==> src/hdl/fir_hp_pkg.sv <==
// Shared constants, opcodes and controller/datapath command types for the FIR high-pass filter.
// No dependencies; every other file in hdl/ refers to it by scoped names.
package fir_hp_pkg;

  localparam int TAPS        = 101;
  localparam int TAP_W       = (TAPS > 1) ? $clog2(TAPS) : 1;
  localparam int IDX_W       = 8;
  localparam int SMP_W       = 16;
  localparam int PROD_W      = 2 * SMP_W;
  localparam int ACC_W       = PROD_W + $clog2(TAPS) + 1;
  localparam int FRAC_W      = 15;
  localparam int IN_TDATA_W  = 40;
  localparam int OUT_TDATA_W = 16;
  localparam int DRAIN_CYC   = 2;

  localparam logic OP_COEF   = 1'b0;
  localparam logic OP_SAMPLE = 1'b1;

  typedef struct packed {
    logic             coef_wr;
    logic             sample_wr;
    logic             step;
    logic [TAP_W-1:0] tap;
    logic             load;
  } fir_hp_cmd_t;

  typedef struct packed {
    logic out_free;
  } fir_hp_sts_t;

endpackage

==> src/hdl/fir_hp_ctrl.sv <==
// Controller FSM for the FIR high-pass filter: accepts words, walks the taps, loads results.
// Depends on fir_hp_pkg.
module fir_hp_ctrl (
  input  logic                     clk,
  input  logic                     rst_n,
  input  logic                     in_tvalid,
  input  logic                     in_tuser,
  output logic                     in_tready,
  input  fir_hp_pkg::fir_hp_sts_t  sts,
  output fir_hp_pkg::fir_hp_cmd_t  cmd
);

  typedef enum logic [1:0] {
    ST_IDLE,
    ST_RUN,
    ST_DRAIN,
    ST_DONE
  } state_t;

  state_t                       state_r, state_nxt;
  logic [fir_hp_pkg::TAP_W-1:0] tap_cnt_r, tap_cnt_nxt;
  logic                         drain_cnt_r, drain_cnt_nxt;
  logic                         accept;

  assign in_tready = (state_r == ST_IDLE);
  assign accept    = in_tvalid && in_tready;

  always_comb begin
    state_nxt     = state_r;
    tap_cnt_nxt   = tap_cnt_r;
    drain_cnt_nxt = drain_cnt_r;
    cmd           = '0;
    cmd.tap       = tap_cnt_r;
    case (state_r)
      ST_IDLE: begin
        if (accept) begin
          if (in_tuser == fir_hp_pkg::OP_SAMPLE) begin
            cmd.sample_wr = 1'b1;
            tap_cnt_nxt   = '0;
            state_nxt     = ST_RUN;
          end else begin
            cmd.coef_wr = 1'b1;
          end
        end
      end
      ST_RUN: begin
        cmd.step = 1'b1;
        if (tap_cnt_r == fir_hp_pkg::TAP_W'(fir_hp_pkg::TAPS - 1)) begin
          drain_cnt_nxt = 1'b0;
          state_nxt     = ST_DRAIN;
        end else begin
          tap_cnt_nxt = tap_cnt_r + 1'b1;
        end
      end
      ST_DRAIN: begin
        if (drain_cnt_r == 1'(fir_hp_pkg::DRAIN_CYC - 1)) begin
          state_nxt = ST_DONE;
        end else begin
          drain_cnt_nxt = drain_cnt_r + 1'b1;
        end
      end
      ST_DONE: begin
        if (sts.out_free) begin
          cmd.load  = 1'b1;
          state_nxt = ST_IDLE;
        end
      end
      default: begin
        state_nxt = ST_IDLE;
      end
    endcase
  end

  always_ff @(posedge clk) begin
    if (!rst_n) begin
      state_r     <= ST_IDLE;
      tap_cnt_r   <= '0;
      drain_cnt_r <= 1'b0;
    end else begin
      state_r     <= state_nxt;
      tap_cnt_r   <= tap_cnt_nxt;
      drain_cnt_r <= drain_cnt_nxt;
    end
  end

  a_load_free: assert property (@(posedge clk) disable iff (!rst_n)
    cmd.load |-> sts.out_free)
    else $error("result loaded while output register still full");

  a_step_busy: assert property (@(posedge clk) disable iff (!rst_n)
    cmd.step |-> !in_tready)
    else $error("tap walk overlaps input acceptance");

  a_run_end: assert property (@(posedge clk) disable iff (!rst_n)
    (state_r == ST_RUN && tap_cnt_r == fir_hp_pkg::TAP_W'(fir_hp_pkg::TAPS - 1))
      |=> (state_r == ST_DRAIN))
    else $error("tap walk did not end after last tap");

endmodule

==> src/hdl/fir_hp_dp.sv <==
// Datapath for the FIR high-pass filter: sample and coefficient memories, shared MAC,
// rounding/saturation and output register. Depends on fir_hp_pkg.
module fir_hp_dp (
  input  logic                                  clk,
  input  logic                                  rst_n,
  input  fir_hp_pkg::fir_hp_cmd_t               cmd,
  output fir_hp_pkg::fir_hp_sts_t               sts,
  input  logic [fir_hp_pkg::IDX_W-1:0]          coef_index,
  input  logic signed [fir_hp_pkg::SMP_W-1:0]   coef_value,
  input  logic signed [fir_hp_pkg::SMP_W-1:0]   sample_in,
  output logic signed [fir_hp_pkg::SMP_W-1:0]   sample_out,
  output logic                                  saturated,
  output logic                                  out_tvalid,
  input  logic                                  out_tready
);

  localparam int TAPS  = fir_hp_pkg::TAPS;
  localparam int TAP_W = fir_hp_pkg::TAP_W;
  localparam int SMP_W = fir_hp_pkg::SMP_W;
  localparam int ACC_W = fir_hp_pkg::ACC_W;

  logic signed [SMP_W-1:0]            dl_mem [TAPS];
  logic signed [SMP_W-1:0]            cf_mem [TAPS];
  logic [TAPS-1:0]                    dl_vld_r;
  logic [TAPS-1:0]                    cf_vld_r;
  logic [TAP_W-1:0]                   wr_ptr_r;
  logic [TAP_W-1:0]                   rd_ptr_r;
  logic signed [SMP_W-1:0]            dl_q_r, cf_q_r;
  logic                               dl_qv_r, cf_qv_r;
  logic                               rd_v_r, mul_v_r;
  logic signed [fir_hp_pkg::PROD_W-1:0] prod_r;
  logic signed [ACC_W-1:0]            acc_r;
  logic signed [SMP_W-1:0]            op_a, op_b;
  logic signed [ACC_W-1:0]            acc_adj, quot;
  logic signed [SMP_W-1:0]            res;
  logic                               res_sat;
  logic                               coef_ok;
  logic [TAP_W-1:0]                   coef_addr;
  logic                               out_valid_r;
  logic signed [SMP_W-1:0]            sample_out_r;
  logic                               saturated_r;

  assign coef_ok   = ({1'b0, coef_index} < (fir_hp_pkg::IDX_W + 1)'(TAPS));
  assign coef_addr = TAP_W'(coef_index);

  always_ff @(posedge clk) begin
    if (cmd.sample_wr) begin
      dl_mem[wr_ptr_r] <= sample_in;
    end
    if (cmd.coef_wr && coef_ok) begin
      cf_mem[coef_addr] <= coef_value;
    end
    if (cmd.step) begin
      dl_q_r <= dl_mem[rd_ptr_r];
      cf_q_r <= cf_mem[cmd.tap];
    end
  end

  always_ff @(posedge clk) begin
    if (!rst_n) begin
      dl_vld_r <= '0;
      cf_vld_r <= '0;
      wr_ptr_r <= '0;
      rd_ptr_r <= '0;
      dl_qv_r  <= 1'b0;
      cf_qv_r  <= 1'b0;
      rd_v_r   <= 1'b0;
      mul_v_r  <= 1'b0;
    end else begin
      rd_v_r  <= cmd.step;
      mul_v_r <= rd_v_r;
      if (cmd.sample_wr) begin
        dl_vld_r[wr_ptr_r] <= 1'b1;
        rd_ptr_r           <= wr_ptr_r;
      end
      if (cmd.coef_wr && coef_ok) begin
        cf_vld_r[coef_addr] <= 1'b1;
      end
      if (cmd.step) begin
        dl_qv_r  <= dl_vld_r[rd_ptr_r];
        cf_qv_r  <= cf_vld_r[cmd.tap];
        rd_ptr_r <= (rd_ptr_r == '0) ? TAP_W'(TAPS - 1) : rd_ptr_r - 1'b1;
      end
      if (cmd.load) begin
        wr_ptr_r <= (wr_ptr_r == TAP_W'(TAPS - 1)) ? '0 : wr_ptr_r + 1'b1;
      end
    end
  end

  assign op_a = dl_qv_r ? dl_q_r : '0;
  assign op_b = cf_qv_r ? cf_q_r : '0;

  always_ff @(posedge clk) begin
    if (rd_v_r) begin
      prod_r <= op_a * op_b;
    end
    if (cmd.sample_wr) begin
      acc_r <= '0;
    end else if (mul_v_r) begin
      acc_r <= acc_r + ACC_W'(prod_r);
    end
  end

  always_comb begin
    acc_adj = acc_r;
    if (acc_r[ACC_W-1]) begin
      acc_adj = acc_r + ACC_W'((1 << fir_hp_pkg::FRAC_W) - 1);
    end
    quot    = acc_adj >>> fir_hp_pkg::FRAC_W;
    res_sat = 1'b0;
    res     = quot[SMP_W-1:0];
    if (quot > ACC_W'(signed'(32767))) begin
      res     = 16'sh7FFF;
      res_sat = 1'b1;
    end else if (quot < -ACC_W'(signed'(32768))) begin
      res     = 16'sh8000;
      res_sat = 1'b1;
    end
  end

  always_ff @(posedge clk) begin
    if (!rst_n) begin
      out_valid_r <= 1'b0;
    end else if (cmd.load) begin
      out_valid_r <= 1'b1;
    end else if (out_tready) begin
      out_valid_r <= 1'b0;
    end
  end

  always_ff @(posedge clk) begin
    if (cmd.load) begin
      sample_out_r <= res;
      saturated_r  <= res_sat;
    end
  end

  assign sts.out_free = !out_valid_r || out_tready;
  assign out_tvalid   = out_valid_r;
  assign sample_out   = sample_out_r;
  assign saturated    = saturated_r;

  a_drained: assert property (@(posedge clk) disable iff (!rst_n)
    cmd.load |-> (!rd_v_r && !mul_v_r))
    else $error("result loaded before MAC pipeline drained");

  a_wrap: assert property (@(posedge clk) disable iff (!rst_n)
    (wr_ptr_r <= TAP_W'(TAPS - 1)) && (rd_ptr_r <= TAP_W'(TAPS - 1)))
    else $error("delay-line pointer beyond tap count");

  a_out_hold: assert property (@(posedge clk) disable iff (!rst_n)
    (out_valid_r && !out_tready)
      |=> (out_valid_r && $stable(sample_out_r) && $stable(saturated_r)))
    else $error("output word changed while stalled");

endmodule

==> src/hdl/fir_highpass_filter_top.sv <==
// Top level of the FIR high-pass filter: controller FSM plus MAC datapath.
// Depends on fir_hp_pkg, fir_hp_ctrl and fir_hp_dp.
//
//   channel | direction | ports                      | word
//   in_     | slave     | tvalid tready tdata tuser  | coefficient write or audio sample
//   out_    | master     | tvalid tready tdata tuser  | filtered sample and clip flag
//
// A sample word is filtered by one shared 16x16 MAC that walks the taps,
// one tap per cycle from the sample and coefficient memories, then drains its pipeline.
// A coefficient write keeps the FSM idle. Reset clears all taps and samples to zero at once.
// A finished result waits in the output register; the next word is taken meanwhile, and only
// the load of a following result stalls until the previous one is taken.
module fir_highpass_filter_top (
  input  logic                                clk,
  input  logic                                rst_n,
  input  logic                                in_tvalid,
  output logic                                in_tready,
  input  logic [fir_hp_pkg::IN_TDATA_W-1:0]   in_tdata,   // coef_index, coef_value, sample_in
  input  logic                                in_tuser,   // opcode
  output logic                                out_tvalid,
  input  logic                                out_tready,
  output logic [fir_hp_pkg::OUT_TDATA_W-1:0]  out_tdata,  // sample_out
  output logic                                out_tuser   // saturated
);

  fir_hp_pkg::fir_hp_cmd_t cmd;
  fir_hp_pkg::fir_hp_sts_t sts;
  logic signed [fir_hp_pkg::SMP_W-1:0] sample_out;

  fir_hp_ctrl u_ctrl (
    .clk       (clk),
    .rst_n     (rst_n),
    .in_tvalid (in_tvalid),
    .in_tuser  (in_tuser),
    .in_tready (in_tready),
    .sts       (sts),
    .cmd       (cmd)
  );

  fir_hp_dp u_dp (
    .clk        (clk),
    .rst_n      (rst_n),
    .cmd        (cmd),
    .sts        (sts),
    .coef_index (in_tdata[7:0]),
    .coef_value (in_tdata[23:8]),
    .sample_in  (in_tdata[39:24]),
    .sample_out (sample_out),
    .saturated  (out_tuser),
    .out_tvalid (out_tvalid),
    .out_tready (out_tready)
  );

  assign out_tdata = sample_out;

endmodule
==> config.mk <==
export PLATFORM = sky130hd
export DESIGN_NAME = fir_highpass_filter_top
export DESIGN_NICKNAME = d
export VERILOG_FILES = /design/src/hdl/fir_hp_pkg.sv /design/src/hdl/fir_hp_ctrl.sv /design/src/hdl/fir_hp_dp.sv /design/src/hdl/fir_highpass_filter_top.sv
export SDC_FILE = /design/constraint.sdc
export NUM_CORES = 2
export LEC_CHECK = 0
export ABC_AREA = 1
export BUFFER_PORTS_ARGS = -buffer_cell sky130_fd_sc_hd__buf_2
export CORE_AREA = 2 2 558 560
export CTS_CLUSTER_SIZE = 28
export DETAILED_ROUTE_END_ITERATION = 7
export DIE_AREA = 0 0 560 562
export GPL_ROUTABILITY_DRIVEN = 0
export GPL_TIMING_DRIVEN = 1
export PLACE_DENSITY_LB_ADDON = 0.15
export SETUP_SLACK_MARGIN = 0.4
export SLEW_MARGIN = 20
export SYNTH_ARGS = -nofsm -noshare
export SYNTH_HDL_FRONTEND = slang
export SYNTH_SLANG_ARGS = --single-unit
==> constraint.sdc <==
create_clock -name clk -period 6.6 [get_ports clk]
set_clock_uncertainty 0.05 [all_clocks]
set_input_delay 0.66 -clock clk [delete_from_list [all_inputs] [get_ports clk]]
set_output_delay 0.66 -clock clk [all_outputs]
set_load 0.05 [all_outputs]
After elaboration in Yosys (flattened, before gate mapping)
Memory sizes are Yosys's and may differ from the RTL's. A register that Yosys moved wholly into a read port is not among the register bits.
Cells that the tools add are included.

word-level totals
  output and inout bits = 19
  memory bits (read-only) = 0
  RAM bits = 3,232
  bits in latches = 0
  memories kept = 2
  register bits after elaboration = 320

operators by class
  divide/modulo/power cells = 0
  muxes and demuxes = 43
  magnitude comparators = 9
  $mul = 1
  add/subtract/negate cells = 6
  reduce and logical (&&, ||, !) cells = 15
  eq/ne operators = 11
  bitwise operators = 2
  shift-type cells = 0

memory list
  memory       depth  bits a word  rd ports  clocked after Yosys merged registers in  wr ports  RTL line         source
  u_dp.cf_mem  101    16           1         1                                        1         fir_hp_dp.sv:23  logic signed [SMP_W-1:0] cf_mem [TAPS];
  u_dp.dl_mem  101    16           1         1                                        1         fir_hp_dp.sv:22  logic signed [SMP_W-1:0] dl_mem [TAPS];

operators by type and width
  kind                      number
  $or A101 B101 Y101        2
  $mux W7                   7
  $mux W16                  3
  $add A40 B16 Y40 const B  1
  $add A40 B32 Y40          1
  $mux W40                  1
  $lt A7 B8 Y1 const B      4
  $mul A16 B16 Y32          1
  $gt A25 B16 Y1 const B    1
  $lt A25 B16 Y1 const B    1
  $mux W1                   18
  $add A7 B1 Y7 const B     2
  $bmux W1 S7               2
  $demux W1 S7              2
  $eq A7 B7 Y1 const B      2
  $ge A7 B1 Y1 const B      2
  $mux W2                   7
  $pmux W7 S2               1
  $lt A8 B7 Y1 const B      1
  $ne A2 B2 Y1 const B      4
  $pmux W2 S4               1
  $reduce_bool A2 Y1        4
  $logic_not A7 Y1          1
  $sub A7 B1 Y7 const B     1
  12 further kinds          17

Logic depth before layout (Yosys ltp)
  depth after elaboration = 7
  depth in mapped cells = 29

By module
A second synthesis with hierarchy kept.

unflattened totals
  cells, all modules = 12,840
  area, all modules = 153,903.9 sq um

modules (own cells, without submodules)
  module       times used  area each (sq um)  cells each
  fir_hp_dp    1           153,165.6          12,733
  fir_hp_ctrl  1           738.2              107

Worst setup path before layout
OpenSTA, ideal clock, no wires.

  path kind = reg2reg
  start point = register u_dp.cf_qv_r
  end point = register u_dp.prod_r[30] in the netlist's numbering (data pin)
  period minus slack after synthesis = 6.282 ns
  library setup time = 0.262 ns
  cell stages (with the launch flop) = 26
  buffers on the path = 2
  arrival = 5.969 ns
  data required time = 6.288 ns
  slack = 0.318 ns
  cells stage by stage = dfxtp_1 clkbuf_1 clkbuf_1 nand2_1 nor2_1 fa_1 fa_1 inv_1 fa_1 inv_1 fa_1 fa_1 inv_1 fa_1 inv_1 ha_1 nand2_1 nor2_1 inv_1 nor2_1 nand3_1 nand3_1 nand2_1 nand2_1 a21oi_1 xor2_1

between the ends
  cells in the longest elaborated chain, start to end = 2

ends and longest elaborated chain
  what                    RTL line         source
  from (decl)             fir_hp_dp.sv:29  logic dl_qv_r, cf_qv_r;
  from (signal assigned)  fir_hp_dp.sv:81  cf_qv_r <= cf_vld_r[cmd.tap];
  $mux W16                fir_hp_dp.sv:91  assign op_b = cf_qv_r ? cf_q_r : '0;
  $mul A16 B16 Y32        fir_hp_dp.sv:95  prod_r <= op_a * op_b;
  to (signal assigned)    fir_hp_dp.sv:95
  to (decl)               fir_hp_dp.sv:31  logic signed [fir_hp_pkg::PROD_W-1:0] prod_r;

No other way between the ends.
A chain may end at the register's enable or synchronous reset.

Worst setup path after layout
  start point = register u_dp.cf_qv_r
  end point = register u_dp.prod_r[29] in the netlist's numbering (data pin)

The elaborated chain is that of the path after synthesis.

==> qor.yml <==
sta:
  rsz0062_at_grt: "true"
  hold_viol: 0
  min_period_ps: 6010
  slew_headroom_pct: 24.7
  worst_slack_ps: 588
  tns_ps: 0
  hold_slack_ps: 62.4
  tightest_slew_ps: 1120
  setup_violations: 0
  fmax_mhz: 166
  maxSlewViolCount: 0
  min_period_over_period_pct: 91.1
logic_synthesis:
  synth.most_common_cell: "edfxtp_1"
  synth_compound_area_share_pct: 12.1
  synth_area_mm2: 0.154
  netlist_top_cells_area: "edfxtp_1 (65%), nor2_1 (6.3%), o21ai_0 (5.4%), dfxtp_1 (3.5%), fa_1 (3.4%)"
  synthTopCellsByCount: "edfxtp_1 (3,313), nor2_1 (2,596), o21ai_0 (1,670)"
  synth_nets: 13367
  synthSimpleGateAreaFrac_pct: 10.8
  synth_xor_area_share_pct: 0.382
  synth-edff-count: 3313
  ys_warn_count: 0
  synth_top_area_share_pct: 64.7
  ys.flop_type: "edfxtp_1"
  synth_top_area_cell: "edfxtp_1"
  synthCells: 12929
  synth_top_family_by_area: "compound AO/OA/AOI/OAI gates"
  synth-seq-cells: 3584
  syn_area_per_cell_um2: 11.9
  muxShareOfSynthArea_pct: 0.00651
  synth_adder_area_share_pct: 4.48
  yosysUniqueCellTypes: 55
  ys_seq_area_share_pct: 68.3
  synthArstFlopShare_pct: 0
power:
  p_per_area_mw_per_mm2: 365
  p_leak_nw: 59.3
  vdd_drop_max_mv: 0.286
  fin_total_pwr_mw: 62.6
placement:
  placed_cells: 16675
  dpl_cell_area_mm2: 0.159
  dp_slack_ps: 23.7
  dp_hpwl_mm: 257
  port_buffers: 63
route:
  vias_per_cell: 6.00
  drt_iter0_markers: 12300
  drt_pass1_iterations: 6
  post_drt_wl_per_cell_um: 25.6
  vias: 104450
  drc: 0
  finalWirelength_mm: 445
  ant_nets: 0
setup_path:
  cp_num_buf_inv: 7
  arrival_ps: 6620
  regToRegEndpoint: "u_dp.prod_r[29]"
  path_common_cell: "fa_1"
  critPathMaxStageDelay_ps: 570
  reg2reg_setup_slack_ps: 590
  end_kind: "flop"
  r2r-start: "u_dp.cf_qv_r"
  critical_path_class: "flop to flop"
  crit_path_start_kind: "flop"
  crit_cells: 24
  slowest_stage: "fa_1"
  worstPathMaxFanout: 12
  crit_chain: "buf_4, nand2_1, clkinvlp_4, buf_4, nand2_1, fa_1, inv_1, fa_1, fa_1, fa_1, fa_1, inv_1, fa_1, inv_1, ha_1, a21oi_1, a21boi_1, o21ai_0, inv_1, nand3_1, a21oi_2, o21bai_1, nand2_1, nand2_1"
  required_ps: 7200
  cp_top_family: "adder cells"
  reg2reg_depth: 24
die:
  core-area_mm2: 0.308
  die_x_um: 560
  initial_core_util_pct: 49.8
  num_io_pins: 64
  chipHeight_um: 562
  dieArea_mm2: 0.315
  rows: 204
final_layout:
  fin_area_mm2: 0.172
  regArea_mm2: 0.105
  layout.cells.non_filler: 17408
  area_growth_pct: 11.8
  nNetsFinal: 13391
  drive_gt1_share_pct: 8.91
  fin_util_pct: 55.7
  fillers: 25528
  multiInputGateArea_mm2: 0.0431
clock_tree:
  cts_tree: "built"
  worstSkewPairLatency_ps: 960
  cts_max_path_buffers: 4
  root_buffer: "clkbuf_16"
  cts_buffers: 373
  htreeDepth: 5
  cts_sinks: 3584
  path_clk_slew_ps: 60
global_routing:
  grt_usage_pct: 27.7
  grt_max_degree: 234
  overflow: 0
  antenna_found_initial: 19
  grt_pass1_vias: 101698
  grt_pass1_wl_mm: 659
min_path:
  holdCritPathClass: "primary input to flop"
  min_from: "in_tdata[26]"
  holdPathStages: 1
  hold_end: "u_dp.dl_mem[1][2]"
run_status:
  outcome: "finished, final reports clean"
flow_run:
  cap_viol_max_count: 0
==> logic make-up after synthesis <==
logic type | count (synthesis)
AO/OA/AOI/OAI | 3234
adder cells (fa/ha/maj) | 393
buffers and inverters | 1445
multiplexers | 1
flip-flops | 3584
AND/OR/NAND/NOR | 4205
XOR/XNOR | 67
==> worst reg2reg max path, stage by stage (launching register included) <==
cell and delay (ps):
dfxtp_2 330, buf_4 150, nand2_1 130, clkinvlp_4 280, buf_4 240, nand2_1 80
fa_1 410, inv_1 80, fa_1 440, fa_1 570, fa_1 430, fa_1 490
inv_1 50, fa_1 470, inv_1 40, ha_1 340, a21oi_1 180, a21boi_1 240
o21ai_0 110, inv_1 80, nand3_1 150, a21oi_2 260, o21bai_1 90, nand2_1 60
nand2_1 50
==> worst max-delay path by stage <==
stage,startpoint,end,slack (ps)
finish,u_dp.cf_qv_r,u_dp.prod_r[29],590
global route,u_dp.cf_qv_r,u_dp.prod_r[25],370
CTS,u_dp.cf_qv_r,u_dp.prod_r[30],470
detailed placement,u_dp.dl_qv_r,u_dp.prod_r[29],20
global placement,u_dp.dl_qv_r,u_dp.prod_r[29],20
floorplan,u_dp.cf_qv_r,u_dp.prod_r[30],510
==> power breakdown <==
group / leakage, nW / internal [mW] / total (mW) / switching [mW]
Sequential: 32.0 / 25.3 / 25.8 / 0.527
Clock: 6.01 / 12.3 / 21.1 / 8.84
Combinational: 21.3 / 4.15 / 15.7 / 11.5
Total: 59.3 / 41.7 / 62.6 / 20.9
==> state kept, by name, summed over array words and instances, names as in the netlist, 32 cells and up <==
name,flops
u_dp.acc_r,40
u_dp.cf_mem,1616
u_dp.cf_vld_r,101
u_dp.dl_mem,1616
u_dp.dl_vld_r,101
u_dp.prod_r,32
==> area by class of cell <==
class | count | share of cell area (%)
sequential | 3584 | 61.1
multi-input combinational | 7900 | 25.1
clock buffer | 524 | 6.01
tap | 4120 | 3.00
timing repair buffer | 446 | 2.12
inverter | 645 | 1.47
clock inverter | 176 | 1.17
antenna | 10 | 0.0146
timing repair inverter | 3 | 0.0131
==> cell usage in the layout (no fill, tap or decap), types with 240 or more instances in the layout <==
cell type / count
inv_1: 592
buf_4: 381
o21ai_0: 1670
dfxtp_1: 260
o22ai_1: 460
a21oi_1: 326
nand3_1: 335
edfxtp_1: 3313
fa_1: 260
nand2_1: 1080
o211ai_1: 240
clkbuf_16: 380
nor2_1: 2541
==> metal layers <==
layer	vias to the layer above	routed length (um)	global-route usage [%]
met5	-	43	0
met4	6	16300	9.52
met3	809	37300	3.82
met2	4872	210000	44.8
met1	52404	181000	38.6
li1	46359	-	-
==> repair_timing <==
| action | 4_1_cts | 5_1_grt |
|---|---|---|
| gates cloned | 0 | 3 |
| buffers inserted | 0 | 18 |
| hold buffers | 1 | 0 |
| endpoints found under the setup margin | 11 | 12 |
| endpoints found under the hold margin | 1 | 0 |
| pin swaps | 0 | 2 |
| resized for setup | 9 | 68 |
Note: power is estimated with default switching activity, not from simulation.
